==> src/rtl/core/pulse_glitch_merger_defines.svh <==
// Assertion macros for the pulse glitch merger.
// Each macro expects signals named clk and arst_n in the scope where it is used.
`ifndef PULSE_GLITCH_MERGER_DEFINES_SVH
`define PULSE_GLITCH_MERGER_DEFINES_SVH

`ifndef SYNTH

// The consequent must hold in the same cycle as the antecedent.
`define PGM_ASSERT_IMP(lbl, ante, cons, msg) \
	lbl: assert property (@(posedge clk) disable iff (!arst_n) (ante) |-> (cons)) \
		else $error(msg);

// The consequent must hold in the cycle after the antecedent.
`define PGM_ASSERT_NXT(lbl, ante, cons, msg) \
	lbl: assert property (@(posedge clk) disable iff (!arst_n) (ante) |=> (cons)) \
		else $error(msg);

`else

`define PGM_ASSERT_IMP(lbl, ante, cons, msg)
`define PGM_ASSERT_NXT(lbl, ante, cons, msg)

`endif

`endif

==> src/rtl/core/pgm_pkg.sv <==
package pgm_pkg;

	// Width of the configuration registers and of the write data.
	localparam int CFG_W = 24;
	// Width of the register index on the configuration port.
	localparam int CFG_IDX_W = 2;

	// Register indexes.
	localparam logic [CFG_IDX_W-1:0] CFG_MIN_PULSE = 2'd0;
	localparam logic [CFG_IDX_W-1:0] CFG_MIN_PAUSE = 2'd1;

	// Reset value of both minimum lengths.
	localparam logic [CFG_W-1:0] MIN_LEN_RESET = 24'd20;

	// Result queue: one item can add two results, so four entries
	// keep the input side running while the output side drains.
	localparam int RQ_DEPTH = 4;
	localparam int RQ_PTR_W = $clog2(RQ_DEPTH);
	localparam int RQ_CNT_W = $clog2(RQ_DEPTH + 1);

endpackage

==> src/rtl/core/pulse_glitch_merger.sv <==
// Channel   Handshake              Payload
// input     in_valid / in_ready    is_pulse, duration, last_item
// output    out_valid / out_ready  out_is_pulse, out_duration, end_of_record
// config    cfg_we (no wait)       cfg_index, cfg_data
//
// One item is accepted per cycle while in_ready is high. An item is held in an
// input register and processed there; its results enter the queue at the edge at
// which the queue has room for two more, and from there they can leave.
// Results wait in a four-entry queue; in_ready falls while an item
// waits in the input register and fewer than two entries are free, since an
// item that ends a record can add two results.
// The asynchronous reset clears the open entry, the queue and the input
// register, and loads both minimum lengths with their default of 20.
`include "pulse_glitch_merger_defines.svh"

module pulse_glitch_merger #(
	parameter int LENGTH_WIDTH = 24
) (
	input  logic                           clk,
	input  logic                           arst_n,

	input  logic                           in_valid,
	output logic                           in_ready,
	input  logic                           is_pulse,
	input  logic [LENGTH_WIDTH-1:0]        duration,
	input  logic                           last_item,

	output logic                           out_valid,
	input  logic                           out_ready,
	output logic                           out_is_pulse,
	output logic [LENGTH_WIDTH-1:0]        out_duration,
	output logic                           end_of_record,

	input  logic                           cfg_we,
	input  logic [pgm_pkg::CFG_IDX_W-1:0]  cfg_index,
	input  logic [pgm_pkg::CFG_W-1:0]      cfg_data
);

	// Comparisons against the thresholds are made at the wider of the two widths.
	localparam int CMP_W = (LENGTH_WIDTH > pgm_pkg::CFG_W) ? LENGTH_WIDTH : pgm_pkg::CFG_W;
	// One queue entry: polarity, length and end-of-record flag.
	localparam int ENT_W = LENGTH_WIDTH + 2;

	// Configuration registers.
	logic [pgm_pkg::CFG_W-1:0] min_pulse_q;
	logic [pgm_pkg::CFG_W-1:0] min_pause_q;

	// Input register.
	logic                    valid_s1;
	logic                    pol_s1;
	logic [LENGTH_WIDTH-1:0] len_s1;
	logic                    last_s1;

	// The open entry and its flags.
	logic                    cur_pol_q;
	logic [LENGTH_WIDTH-1:0] cur_len_q;
	logic                    fix_q;
	logic                    adv_q;

	// Result queue.
	logic [ENT_W-1:0]              rq_mem_q [pgm_pkg::RQ_DEPTH];
	logic [pgm_pkg::RQ_PTR_W-1:0]  head_q;
	logic [pgm_pkg::RQ_PTR_W-1:0]  tail_q;
	logic [pgm_pkg::RQ_CNT_W-1:0]  count_q;

	// Processing of the item in the input register.
	logic                    room;
	logic                    adv_s1;
	logic                    glitch;
	logic                    merge;
	logic [LENGTH_WIDTH:0]   sum_wide;
	logic [LENGTH_WIDTH-1:0] sum_sat;
	logic                    emit_prev;
	logic                    nxt_pol;
	logic [LENGTH_WIDTH-1:0] nxt_len;
	logic                    nxt_fix;
	logic                    nxt_adv;
	logic [ENT_W-1:0]        ent_prev;
	logic [ENT_W-1:0]        ent_last;
	logic [ENT_W-1:0]        wr_ent0;
	logic [1:0]              push_cnt;
	logic                    pop;

	// Configuration writes; indexes beyond the register list are ignored.
	always_ff @(posedge clk or negedge arst_n) begin
		if (!arst_n) begin
			min_pulse_q <= pgm_pkg::MIN_LEN_RESET;
			min_pause_q <= pgm_pkg::MIN_LEN_RESET;
		end else if (cfg_we) begin
			unique case (cfg_index)
				pgm_pkg::CFG_MIN_PULSE: min_pulse_q <= cfg_data;
				pgm_pkg::CFG_MIN_PAUSE: min_pause_q <= cfg_data;
				default: ;
			endcase
		end
	end

	// The input register moves on whenever the queue can take two more
	// results, so acceptance never depends on out_ready in the same cycle.
	assign room     = count_q <= pgm_pkg::RQ_CNT_W'(pgm_pkg::RQ_DEPTH - 2);
	assign adv_s1   = valid_s1 && room;
	assign in_ready = !valid_s1 || room;

	always_ff @(posedge clk or negedge arst_n) begin
		if (!arst_n) begin
			valid_s1 <= 1'b0;
		end else if (in_ready) begin
			valid_s1 <= in_valid;
		end
	end

	always_ff @(posedge clk) begin
		if (in_ready && in_valid) begin
			pol_s1  <= is_pulse;
			len_s1  <= duration;
			last_s1 <= last_item;
		end
	end

	// A glitch is an item shorter than the minimum for its polarity; a
	// minimum of zero therefore makes nothing of that polarity a glitch.
	always_comb begin
		if (pol_s1) begin
			glitch = CMP_W'(len_s1) < CMP_W'(min_pulse_q);
		end else begin
			glitch = CMP_W'(len_s1) < CMP_W'(min_pause_q);
		end
	end

	// While a fix is pending, an item of the open entry's polarity is folded
	// into it whatever its length.
	assign merge    = fix_q && (pol_s1 == cur_pol_q);
	assign sum_wide = {1'b0, cur_len_q} + {1'b0, len_s1};
	assign sum_sat  = sum_wide[LENGTH_WIDTH] ? {LENGTH_WIDTH{1'b1}}
	                                         : sum_wide[LENGTH_WIDTH-1:0];

	always_comb begin
		emit_prev = 1'b0;
		nxt_pol   = cur_pol_q;
		nxt_len   = cur_len_q;
		nxt_fix   = fix_q;
		nxt_adv   = adv_q;
		if (merge) begin
			nxt_len = sum_sat;
			nxt_fix = 1'b0;
		end else if (glitch) begin
			nxt_len = sum_sat;
			nxt_fix = 1'b1;
		end else begin
			// The zero-length starting pause of a record is replaced silently,
			// as long as nothing has been emitted in this record yet.
			emit_prev = cur_pol_q || (cur_len_q != '0) || adv_q;
			nxt_adv   = adv_q || emit_prev;
			nxt_fix   = 1'b0;
			nxt_pol   = pol_s1;
			nxt_len   = len_s1;
		end
	end

	// The closing result of a record is the entry as it stands after this
	// item, which also covers the empty record: a zero-length pause.
	assign ent_prev = {cur_pol_q, cur_len_q, 1'b0};
	assign ent_last = {nxt_pol, nxt_len, 1'b1};
	assign wr_ent0  = emit_prev ? ent_prev : ent_last;
	assign push_cnt = adv_s1 ? ({1'b0, emit_prev} + {1'b0, last_s1}) : 2'd0;

	// Open entry; the end of a record returns it to its reset state.
	always_ff @(posedge clk or negedge arst_n) begin
		if (!arst_n) begin
			cur_pol_q <= 1'b0;
			cur_len_q <= '0;
			fix_q     <= 1'b0;
			adv_q     <= 1'b0;
		end else if (adv_s1) begin
			if (last_s1) begin
				cur_pol_q <= 1'b0;
				cur_len_q <= '0;
				fix_q     <= 1'b0;
				adv_q     <= 1'b0;
			end else begin
				cur_pol_q <= nxt_pol;
				cur_len_q <= nxt_len;
				fix_q     <= nxt_fix;
				adv_q     <= nxt_adv;
			end
		end
	end

	// Result queue storage: up to two entries written per cycle at the tail.
	always_ff @(posedge clk) begin
		if (push_cnt != 2'd0) begin
			rq_mem_q[tail_q] <= wr_ent0;
		end
		if (push_cnt == 2'd2) begin
			rq_mem_q[tail_q + pgm_pkg::RQ_PTR_W'(1)] <= ent_last;
		end
	end

	assign pop = out_valid && out_ready;

	always_ff @(posedge clk or negedge arst_n) begin
		if (!arst_n) begin
			head_q  <= '0;
			tail_q  <= '0;
			count_q <= '0;
		end else begin
			tail_q  <= tail_q + pgm_pkg::RQ_PTR_W'(push_cnt);
			head_q  <= head_q + pgm_pkg::RQ_PTR_W'(pop);
			count_q <= count_q + pgm_pkg::RQ_CNT_W'(push_cnt) - pgm_pkg::RQ_CNT_W'(pop);
		end
	end

	assign out_valid     = count_q != '0;
	assign out_is_pulse  = rq_mem_q[head_q][ENT_W-1];
	assign out_duration  = rq_mem_q[head_q][LENGTH_WIDTH:1];
	assign end_of_record = rq_mem_q[head_q][0];

	// The queue never holds more than its depth.
	`PGM_ASSERT_IMP(a_rq_bound, 1'b1, count_q <= pgm_pkg::RQ_CNT_W'(pgm_pkg::RQ_DEPTH),
		"result queue overfilled")
	// An item that ends a record always leaves a result waiting.
	`PGM_ASSERT_NXT(a_last_result, adv_s1 && last_s1, count_q != '0,
		"record end produced no result")
	// After the end of a record the open entry is back at its starting state.
	`PGM_ASSERT_NXT(a_last_clear, adv_s1 && last_s1,
		!fix_q && !adv_q && !cur_pol_q && (cur_len_q == '0),
		"open entry not cleared at record end")
	// A pending fix always sits on top of a glitch that was added to the entry.
	`PGM_ASSERT_NXT(a_fix_glitch, adv_s1 && !last_s1 && !merge && glitch, fix_q,
		"glitch did not arm the pending fix")

endmodule

==> config.mk <==
export PLATFORM = sky130hd
export DESIGN_NAME = pulse_glitch_merger
export DESIGN_NICKNAME = d
export VERILOG_FILES = /design/src/rtl/core/pgm_pkg.sv /design/src/rtl/core/pulse_glitch_merger.sv
export VERILOG_INCLUDE_DIRS = /design/src /design/src/rtl/core
export SDC_FILE = /design/constraint.sdc
export NUM_CORES = 1
export LEC_CHECK = 0
export BUFFER_PORTS_ARGS = -buffer_cell sky130_fd_sc_hd__buf_2
export CELL_PAD_IN_SITES_DETAIL_PLACEMENT = 0
export CELL_PAD_IN_SITES_GLOBAL_PLACEMENT = 1
export CORE_MARGIN = 3
export CORE_UTILIZATION = 52
export CTS_CLUSTER_DIAMETER = 50
export DETAILED_ROUTE_END_ITERATION = 6
export GPL_ROUTABILITY_DRIVEN = 0
export PLACE_DENSITY_LB_ADDON = 0.12
export SETUP_SLACK_MARGIN = 0.5
export SLEW_MARGIN = 20
export SYNTH_ARGS = -nofsm -noshare
export SYNTH_HDL_FRONTEND = slang
export SYNTH_SLANG_ARGS = --single-unit
==> constraint.sdc <==
create_clock -name clk -period 11.05 [get_ports clk]
set_input_delay 2.21 -clock clk [delete_from_list [all_inputs] [get_ports clk]]
set_output_delay 2.21 -clock clk [all_outputs]
set_load 0.01 [all_outputs]
==> metrics.txt, run 1 <==
status completed; Most Frequent Cell on Critical Path nor2_1; Crit. End Element register; area share of the largest cell type after synthesis 0.321; Yosys reg bits about 210; Slowest Stage Delay on Critical Path between 0.8 and 0.9 ns; Synth Flop Type edfxtp_1; fmax approximately 200 MHz; first-pass GRT wire length 48500 µm; Horiz. Die Dim approximately 160 µm; uppermost routed layer met4; Mapped Nets ~1100; core region area between 0.02 and 0.025 mm²; reg-to-reg setup timing slack 6.04 ns; cell internal pwr between 2 and 2.5 mW; CP arrival about 5.4 ns; number of nets with antenna violations after routing 0; Min-Delay Path Class reg2reg; final std cells w/o fill ~1400; CTS tree yes; WP data required 11.45 ns; met3 routed WL 2010 µm; Synth area leader edfxtp_1; Hold Crit Start rq_mem_q[2][0]; clock tree sinks about 210; final setup violation count 0; crit path max fanout 13; drt wl/cell about 22 µm; filler cell count 1772; Max stage delay cell, worst path nor2_1; drt drc 0; routed metal-1 wire length 14000 µm; maximum VDD drop between 0.0001 and 0.00015 V; Inserted Clock Buffers 26; Max H-tree Level 1; synthesized area 0.0118 mm²; Setup WS pre-CTS 6.10 ns; floorplan row count 54; vias in the first global route about 8500; max-slew violations 0; cells after synthesis ~1000; Gate power share 0.441; Sw Share 0.410; pwr dens 282 mW/mm²; sink of the worst hold path rq_mem_q[2][0]; Syn Area/Cell about 12 µm²; RR Endpoint rq_mem_q[1][21]; CTS max path bufs 3; asr flop ratio synth 0.390; Switch Pwr about 1.5 mW; clk slew on worst S/H paths roughly 0.06 ns; startpoint types register; CTS Hold Bufs 0; IO Pins 85; part of the power in registers 0.335; CP Class reg2reg; CP cell instances ha_1 -> a21oi_1 -> o21ai_0 -> a221oi_1 -> o41ai_2 -> o31ai_2 -> a211oi_2 -> nor2_4 -> inv_2 -> ha_1 -> nor2_1 -> nor2_1 -> and2_1 -> nor2_1 -> nor2_1 -> a22o_1 -> a21o_1; min cycle time layout 5.01 ns; Seq/Total Area, Yosys 0.504; RSZ-0062 raised after global routing false; clock insertion delay at the later pin of the skew report approximately 0.54 ns; normalized max-slew margin 0.264; Hold Path Stages 2; largest net degree at the start of global routing between 40 and 50; WP buf/inv 1; yosys warns 0; Detailed Route WL approximately 31000 µm; R2R cell count 17; met2 wire length approximately 14000 µm; Final HPWL DP ~22000 µm; Least-Margin Pin Slew ~1.1 ns; final worst-path cycle share 0.453; Initial Utilization 0.534; skew final roughly 0.015 ns; share of cells above drive strength 1 0.203; area grow syn2layout 13.2%; Ant. Diodes 0; Port Buffers 84; TritonRoute pass-1 iters 5; clock root buffer clkbuf_16; CP delay by family, top simple AND/OR/NAND/NOR gates; Hold Fails Final Rpt 0; Yosys cell types slightly below 70; number of flops mapped to enable cells by yosys ~130; max cap viols 0; via count about 8600; Design Power roughly 3.8 mW; Final Core Density 0.605; antenna violations before repair 0; final worst-path setup slack roughly 6 ns; Via density just over 6; reg-to-reg critical path startpoint len_s1[15]; Post-CTS Setup Repair Bufs 0; Resize count post-CTS 0; DRT iter0 DRCs 681; Tot GR Track Use 0.256; Area contributors post-synth edfxtp_1 32%, dfrtp_1 17%, ha_1 7.8%; P_leak ~5.5 nW; Die Span Y 157 µm; dpl cells roughly 1300; gr ovfl total 0; TNS Setup 0 ns; Die Area 0.0245 mm²; clock power share 0.225; nets ~1200
## layout by cell type (no fill, tap or decap), drive strengths merged, types with 25 or more instances in the layout
cell type,netlist,final
nor2,51,51
mux2,25,25
buf,23,101
a21oi,46,46
inv,56,61
nand2,104,104
clkbuf,24,33
ha,74,74
mux4,26,26
o2bb2ai,66,66
dfrtp,79,79
o21ai,81,81
edfxtp,126,126
## worst reg2reg max path: cells and delay by family, from the launching register on
| kind | cells | cell delay (ns) |
|---|---|---|
| fa+ha+maj | 2 | 0.73 |
| compound gates | 8 | 1.71 |
| buf+inv | 1 | 0.11 |
| flops | 1 | 0.48 |
| simple gates | 6 | 1.86 |
## Yosys cell counts (4+ instances only)
master       n
edfxtp_1   126
nand2_1    104
dfrtp_1     79
ha_1        74
o2bb2ai_1   66
o21ai_0     64
inv_1       55
nor2_1      46
a21oi_1     44
mux4_2      26
mux2_2      25
clkbuf_1    24
a21o_1      23
a22o_1      18
buf_2       17
o21ai_1     17
xnor2_1     16
nand2b_1    14
xor2_1      12
nand4_1      8
nor3_1       8
a221oi_1     7
mux2i_2      7
nand3_1      7
nor4_1       7
o21a_1       7
o22ai_1      7
a221o_1      6
and2_1       6
a211oi_1     5
mux2i_1      5
nor2b_1      5
o211ai_1     5
o21bai_1     5
o22ai_2      5
or3_1        5
dfstp_2      4
dfxtp_1      4
nor2_2       4
## cells by family (layout without fill, tap and decap cells)
| family | after synthesis | in the layout | synth area share |
|---|---|---|---|
| multiplexers | 63 | 63 | 0.0859 |
| AO/OA/AOI/OAI | 304 | 304 | 0.186 |
| adder cells (fa/ha/maj) | 76 | 76 | 0.0818 |
| AND/OR/NAND/NOR | 223 | 223 | 0.0860 |
| buffers and inverters | 103 | 204 | 0.0362 |
| XOR/XNOR | 28 | 28 | 0.0208 |
| flip-flops | 213 | 213 | 0.504 |
## power by group through the flow
stage          Sequential (mW)  Combinational (mW)  Clock [mW]
3_3_place_gp              1.27                1.64           0
4_1_cts                   1.26                1.66       0.859
2_1_floorplan             1.19                1.22           0
5_1_grt                   1.28                1.85       0.893
3_5_place_dp              1.27                1.65           0
6_report                  1.26                1.66       0.848
## cell type report
type                       count  area [µm²]  share of cell area
clock buffer                  33         707              0.0529
clock inverter                14         154              0.0115
inverter                      56         210              0.0157
multi-input combinational    694        5430               0.407
sequential                   213        5950               0.445
tap                          280         350              0.0262
timing repair buffer         101         558              0.0418
## sequential cells by signal (all words and copies together), names as in the netlist
| name | cells |
|---|---|
| cur_pol_q | 1 |
| min_pause_q | 24 |
| pol_s1 | 1 |
| count_q | 3 |
| rq_mem_q | 104 |
| len_s1 | 24 |
| valid_s1 | 1 |
| head_q | 2 |
| cur_len_q | 24 |
| tail_q | 2 |
| min_pulse_q | 24 |
| fix_q | 1 |
| last_s1 | 1 |
| adv_q | 1 |
## per-stage QoR
| stage | area (µm²) | hold slack (ns) |
|---|---|---|
| detailed placement | 12500 | 0.439 |
| floorplan | 11800 | 0.418 |
| global route | 13400 | 0.463 |
| CTS | 13400 | 0.454 |
| finish | 13400 | 0.454 |
| global placement | 12500 | 0.429 |
## worst max path at each step
stage / from / endpoint / depth (start not counted)
6_report: len_s1[15] / rq_mem_q[1][21] / 17
5_1_grt: len_s1[15] / rq_mem_q[1][23] / 17
4_1_cts: len_s1[15] / rq_mem_q[1][21] / 17
3_3_place_gp: len_s1[15] / rq_mem_q[1][21] / 17
3_5_place_dp: len_s1[15] / rq_mem_q[1][21] / 17
2_1_floorplan: len_s1[11] / rq_mem_q[1][2] / 19
## routing by layer
| layer | global-route usage | vias to the layer above |
|---|---|---|
| li1 | - | 4021 |
| met1 | 0.381 | 4173 |
| met2 | 0.402 | 317 |
| met3 | 0.0346 | 52 |
| met4 | 0.0646 | 0 |
| met5 | 0 | - |
No activity file was read; power rests on OpenSTA's default activity.
==> run 2: changes to the inputs <==
--- a/config.mk
+++ b/config.mk
@@ -6,11 +6,12 @@
 export SDC_FILE = /design/constraint.sdc
 export NUM_CORES = 1
 export LEC_CHECK = 0
+export ABC_AREA = 1
 export BUFFER_PORTS_ARGS = -buffer_cell sky130_fd_sc_hd__buf_2
 export CELL_PAD_IN_SITES_DETAIL_PLACEMENT = 0
 export CELL_PAD_IN_SITES_GLOBAL_PLACEMENT = 1
 export CORE_MARGIN = 3
-export CORE_UTILIZATION = 52
+export CORE_UTILIZATION = 42
 export CTS_CLUSTER_DIAMETER = 50
 export DETAILED_ROUTE_END_ITERATION = 6
 export GPL_ROUTABILITY_DRIVEN = 0
==> constraint.sdc (replaced) <==
create_clock -name clk -period 4.4 [get_ports clk]
set_input_delay 0.88 -clock clk [delete_from_list [all_inputs] [get_ports clk]]
set_output_delay 0.88 -clock clk [all_outputs]
set_load 0.01 [all_outputs]
==> run 2 against run 1 <==
  * Utilization down 11 points
  * Hold slack worse by 0.14 ns
  * Cell count up 56%
  * Synthesized cell count up 66%
  * Die area up 35%
  * Clock skew down 0.0030 ns
  * Setup slack worse by 5.3 ns
  * Register-to-register slack worse by 5.3 ns
  * Non-clock buffer count up 3
  * Design area up 11%
  * Via count up 29%
  * Highest routed layer unchanged
==> metrics.txt, run 2 <==
status completed; share of cells above drive strength 1 0.107 (-0.0957); max-slew violations 0 (unchanged); crit path max fanout 28 (+15); Die Area 0.0331 mm² (+35%); via count 11070 (+29%); yosys warns 0 (unchanged); Area contributors post-synth edfxtp_1 29%, nand2_1 17%, dfrtp_1 15%; Hold Fails Final Rpt 0 (unchanged); RR Endpoint rq_mem_q[0][7]; clock insertion delay at the later pin of the skew report 0.55 ns (about the same); Syn Area/Cell 7.75 µm² (-34%); CP arrival 4.09 ns (-1.32 ns); RSZ-0062 raised after global routing true; Most Frequent Cell on Critical Path nand2_1; final setup violation count 0 (unchanged); cells after synthesis 1679 (+66%); skew final 0.0117 ns (-0.00298 ns); Setup WS pre-CTS 0.561 ns (-5.54 ns); normalized max-slew margin 0.395 (+0.131); largest net degree at the start of global routing 54 (+13%); synth cell count leaders 585 x nand2_1, 189 x inv_1, 152 x nand3_1; DRT iter0 DRCs 721 (+5.9%); asr flop ratio synth 0.390 (unchanged); clock tree sinks 213 (unchanged); Synth Flop Type edfxtp_1; startpoint types register; TNS Setup 0 ns (unchanged); Final HPWL DP 26400 µm (+21%); CP Class reg2reg; Port Buffers 84 (unchanged); Yosys reg bits 213 (unchanged); antenna violations before repair 0 (unchanged); Synth area leader edfxtp_1; most frequent cells in the layout 585 x nand2_1, 189 x inv_1, 152 x nand3_1; reg-to-reg setup timing slack 0.74 ns (-5.30 ns); IO Pins 85 (unchanged); Min-Delay Path Class in2async; Sw Share 0.461 (+0.0512); CTS Hold Bufs 0 (unchanged); Slowest Stage Delay on Critical Path 0.45 ns (-0.41 ns); Switch Pwr 4.88 mW (+220%); first-pass GRT wire length 59300 µm (+22%); Least-Margin Pin Slew 0.907 ns (-0.197 ns); floorplan row count 63 (+17%); Initial Utilization 0.432 (-0.102); Largest register FFs 104 (unchanged); Yosys cell types 41 (-40%); number of nets with antenna violations after routing 0 (unchanged); Seq/Total Area, Yosys 0.457 (-0.0467); drt wl/cell 17.1 µm (-23%); min cycle time layout 3.66 ns (-1.35 ns); area share of the largest cell type after synthesis 0.291 (-0.0297); Detailed Route WL 37000 µm (+20%); final worst-path setup slack 0.735 ns (-5.30 ns); final std cells w/o fill 2169 (+56%); Via density 5.10 (-17%); fmax 273 MHz (+37%); Final Core Density 0.491 (-0.113); Tot GR Track Use 0.222 (-0.0345); clk slew on worst S/H paths 0.06 ns (about the same); CP cell instances ha_1 -> nand2_1 -> nor2_1 -> nand2_1 -> inv_1 -> nand2_1 -> nand3_1 -> nor2_1 -> nand2_1 -> nand2_1 -> nand2_8 -> nand3_4 -> inv_2 -> ha_1 -> nand2_1 -> nand2_1 -> inv_2 -> nor3_2 -> buf_4 -> nand3_1 -> nand2_1; Die Span Y 182 µm (+16%); drt drc 0 (unchanged); maximum VDD drop 0.000399 V (+170%); Placed Area 0.0138 mm² (+10%); Max H-tree Level 1 (unchanged); WP data required 4.82 ns (-6.63 ns); WP buf/inv 4 (+3); number of flops mapped to enable cells by yosys 126 (unchanged); nets 1889 (+54%); most flop-heavy register rq_mem_q; pwr dens 716 mW/mm² (+150%); synthesized area 0.0130 mm² (+10%); Crit. End Element register; most common cell after layout, fill and taps aside nand2_1; final worst-path cycle share 0.833 (+0.379); gr ovfl total 0 (unchanged); P_leak 7.19 nW (+31%); Hold Slack 0.311 ns (-0.142 ns); CTS tree yes; CP delay by family, top simple AND/OR/NAND/NOR gates; reg-to-reg critical path startpoint len_s1[19]; dpl cells 2114 (+57%); Horiz. Die Dim 182 µm (+16%); vias in the first global route 10904 (+28%); Max stage delay cell, worst path edfxtp_1; part of the power in registers 0.289 (-0.046); cell internal pwr 5.71 mW (+160%); Mapped Nets 1812 (+59%); core region area 0.0301 mm² (+36%); clock power share 0.222 (-0.003); Resize count post-CTS 0 (unchanged); area grow syn2layout 13.7%; Post-CTS Setup Repair Bufs 0 (unchanged); Inserted Clock Buffers 29 (+12%); cell with the most instances after synthesis nand2_1; Ant. Diodes 0 (unchanged); clock root buffer clkbuf_16; TritonRoute pass-1 iters 5 (unchanged); post-route cell area 0.0148 mm² (+11%); Design Power 10.6 mW (+180%); Gate power share 0.489 (+0.048); max cap viols 0 (unchanged); CTS max path bufs 3 (unchanged); R2R cell count 21 (+4)
[run 2: cell families (layout without fill, tap and decap cells)]
group	after synthesis	in the layout	synth area share
simple gates	906	907	0.291
buf+inv	257	356	0.0786
flops	213	213	0.457
compound gates	205	205	0.0839
fa+ha+maj	76	76	0.0743
xor+xnor	22	22	0.0148
[run 2: power by group through the flow]
stage	sequential (mW)	combinational, mW	clock (mW)
final	3.06	5.18	2.35
after global routing	3.12	5.86	2.48
after CTS	3.06	5.16	2.40
after detailed placement	3.10	5.13	0
after global placement	3.09	5.11	0
after floorplan	2.94	3.64	0
[run 2: how the worst max path moves through the flow]
stage / startpoint / end / cells after the start
floorplan: len_s1[19] / rq_mem_q[0][10] / 20
global placement: len_s1[19] / rq_mem_q[0][5] / 18
CTS: len_s1[23] / rq_mem_q[0][5] / 18
finish: len_s1[19] / rq_mem_q[0][7] / 21
global route: len_s1[19] / rq_mem_q[0][13] / 21
detailed placement: len_s1[23] / rq_mem_q[0][5] / 18
[run 2: metal layers]
layer  wire length (µm)  global-route usage  vias up  part of all wire
li1                   -                   -     5633                 -
met1              17500               0.317     5068              0.47
met2              16500               0.359      312              0.45
met3               2200              0.0282       57             0.059
met4                814              0.0582        0             0.022
met5                  0                   0        -                 0
[run 2: area by class of cell]
cell class / instances / area (µm²)
fillers: 3006 / 15300
multi-input cells: 1210 / 6070
inverters: 198 / 743
well taps: 390 / 488
clock buffers: 38 / 801
clock inverters: 16 / 175
repair buffers: 104 / 573
flip-flops and latches: 213 / 5950
==> run 3: changes to the inputs <==
--- a/config.mk
+++ b/config.mk
@@ -6,12 +6,12 @@
 export SDC_FILE = /design/constraint.sdc
 export NUM_CORES = 1
 export LEC_CHECK = 0
-export ABC_AREA = 1
+export ABC_AREA = 0
 export BUFFER_PORTS_ARGS = -buffer_cell sky130_fd_sc_hd__buf_2
 export CELL_PAD_IN_SITES_DETAIL_PLACEMENT = 0
 export CELL_PAD_IN_SITES_GLOBAL_PLACEMENT = 1
 export CORE_MARGIN = 3
-export CORE_UTILIZATION = 42
+export CORE_UTILIZATION = 49
 export CTS_CLUSTER_DIAMETER = 50
 export DETAILED_ROUTE_END_ITERATION = 6
 export GPL_ROUTABILITY_DRIVEN = 0
==> constraint.sdc (replaced) <==
create_clock -name clk -period 3.5 [get_ports clk]
set_input_delay 0.7 -clock clk [delete_from_list [all_inputs] [get_ports clk]]
set_output_delay 0.7 -clock clk [all_outputs]
set_load 0.01 [all_outputs]
==> run 3 against run 2 <==
  * The run now ends with negative setup slack left
  * Die area decreased by 22%
  * Critical path depth decreased by 3
  * Clock skew rose by 0.0074 ns
  * Sequential cell count is the same
  * Via count shrank 18%
  * Utilization is 17 points higher
  * Fmax fell by 3.5%
  * Wire length is 13% lower
  * Sequential share of layout area is 2.1 points lower
  * Global-route usage is 2.7 points higher
  * Design area increased by 5.6%
  * Combinational power increased by 35%
  * Largest cell class is now registers
==> metrics.txt, run 3 (synthesis gave the netlist of run 1 again) <==
failing checks negative setup slack; Die Area 0.0260 mm² (-22%); CP delay by family, top simple AND/OR/NAND/NOR gates; CP cell instances ha_4 -> nand3_2 -> or4_4 -> o41ai_4 -> o31ai_2 -> a211oi_2 -> nor2_4 -> inv_4 -> ha_4 -> nor2_4 -> nor2_2 -> and2_4 -> nor2_4 -> buf_6 -> clkinvlp_4 -> nand2_4 -> nor2_1 -> a221o_1; max-slew violations 0 (unchanged); Die Span Y 161 µm (-11%); Max stage delay cell, worst path or4_4; DRT iter0 DRCs 556 (-23%); clock tree sinks 213 (unchanged); CTS tree yes; share of cells above drive strength 1 0.371 (+0.264); via count 9082 (-18%); maximum VDD drop 0.000614 V (+54%); Max H-tree Level 1 (unchanged); Inserted Clock Buffers 28 (-3.4%); Least-Margin Pin Slew 1.02 ns (+0.109 ns); number of nets with antenna violations after routing 0 (unchanged); drt drc 0 (unchanged); Initial Utilization 0.501 (+0.0693); status complete, but fails checks; Largest register FFs 104 (unchanged); startpoint types register; IO Pins 85 (unchanged); clock root buffer clkbuf_16; Horiz. Die Dim 161 µm (-11%); Final HPWL DP 23900 µm (-9.5%); area grow syn2layout 32.3%; RSZ-0062 raised after global routing true; clk slew on worst S/H paths 0.06 ns (about the same); CP arrival 4.05 ns (-0.04 ns); final setup violation count 156 (+156); Via density 5.64 (+11%); clock insertion delay at the later pin of the skew report 0.54 ns (about the same); Setup WS pre-CTS -0.869 ns (-1.43 ns); max cap viols 0 (unchanged); Tot GR Track Use 0.249 (+0.0274); CP Class reg2reg; Hold Fails Final Rpt 0 (unchanged); TritonRoute pass-1 iters 5 (unchanged); nets 1402 (-26%); Design Power 13.5 mW (+27%); CTS Hold Bufs 0 (unchanged); antenna violations before repair 0 (unchanged); CTS max path bufs 3 (unchanged); final worst-path cycle share 1.08 (+0.252); Port Buffers 84 (unchanged); most common cell after layout, fill and taps aside buf_4; vias in the first global route 9248 (-15%); Slowest Stage Delay on Critical Path 0.56 ns (+0.11 ns); pwr dens 863 mW/mm² (+20%); min cycle time layout 3.80 ns (+0.133 ns); crit path max fanout 7 (-75%); Min-Delay Path Class in2async; Crit. End Element register; fmax 263 MHz (-3.5%); most frequent cells in the layout 156 x buf_4, 126 x edfxtp_1, 93 x nand2_1; Ant. Diodes 0 (unchanged); WP data required 3.75 ns (-1.07 ns); first-pass GRT wire length 51100 µm (-14%); skew final 0.0192 ns (+0.00745 ns); core region area 0.0235 mm² (-22%); most flop-heavy register rq_mem_q; largest net degree at the start of global routing 49 (-9.3%); floorplan row count 56 (-11%); Most Frequent Cell on Critical Path nor2_4; gr ovfl total 0 (unchanged); drt wl/cell 20.1 µm (+18%); Detailed Route WL 32300 µm (-13%); P_leak 6.60 nW (-8.1%); final worst-path setup slack -0.297 ns (-1.03 ns); normalized max-slew margin 0.322 (-0.0722); WP buf/inv 3 (-1)
==> run 3: cell types whose count changed in the layout (fill, tap and decap cells not counted), sizes merged, moves of 48 or more <==
cell,change
inv,-141
o2bb2ai,+66
buf,+170
nand2,-483
nand3,-148
nor2,-63
o21ai,-48
==> run 3: per-layer routing <==
layer / share of wire / wire (µm) / vias to the layer above / track usage
met5: 0 / 0 / - / 0
met3: 0.052 / 1690 / 42 / 0.0282
met2: 0.48 / 15400 / 257 / 0.415
met1: 0.46 / 14700 / 4410 / 0.361
met4: 0.015 / 490 / 0 / 0.0458
li1: - / - / 4373 / -
==> run 3: power by group <==
part           switching [mW]  internal (mW)  leakage, nW
clock network            1.11           1.67        0.461
logic                    3.88           3.10         3.93
registers               0.320           3.39         2.22
total                    5.31           8.16         6.60
==> run 3: timing repair <==
item	CTS	global route
gates cloned	2	0
buffers inserted	14	6
pin swaps	28	8
resized for setup	64	34
endpoints found under the setup margin	233	235
==> run 3: area by class of cell <==
type,instances,area [µm²]
fill,1855,7930
sequential,213,5950
multi-input combinational,694,5920
timing repair buffer,276,2210
clock buffer,40,828
tap,319,399
inverter,56,216
clock inverter,12,91.3
==> run 3: worst paths after layout <==
| path | end | slack [ns] | startpoint | cells after the start |
|---|---|---|---|---|
| min | cur_len_q[3] | 0.23 | arst_n | 1 |
| max in group asynchronous | cur_len_q[9] | 2.45 | arst_n | 2 |
| min in group clk | len_s1[13] | 0.34 | duration[13] | 1 |
| max reg2reg | rq_mem_q[1][3] | -0.30 | len_s1[22] | 18 |
| max | rq_mem_q[1][3] | -0.30 | len_s1[22] | 18 |
| min reg2reg | rq_mem_q[3][0] | 0.45 | rq_mem_q[3][0] | 2 |
==> run 3: through the flow <==
stage          TNS [ns]  hold WS (ns)  instances  utilization  area (µm²)
2_1_floorplan    -21.84         0.404       1010            -       11900
3_3_place_gp     -62.84         0.431       1536        0.593       14000
3_5_place_dp     -67.14         0.432       1536        0.593       14000
4_1_cts          -10.68         0.248       1604        0.653       15400
5_1_grt          -50.12         0.255       1610        0.663       15600
6_report         -16.86         0.226       1610        0.663       15600
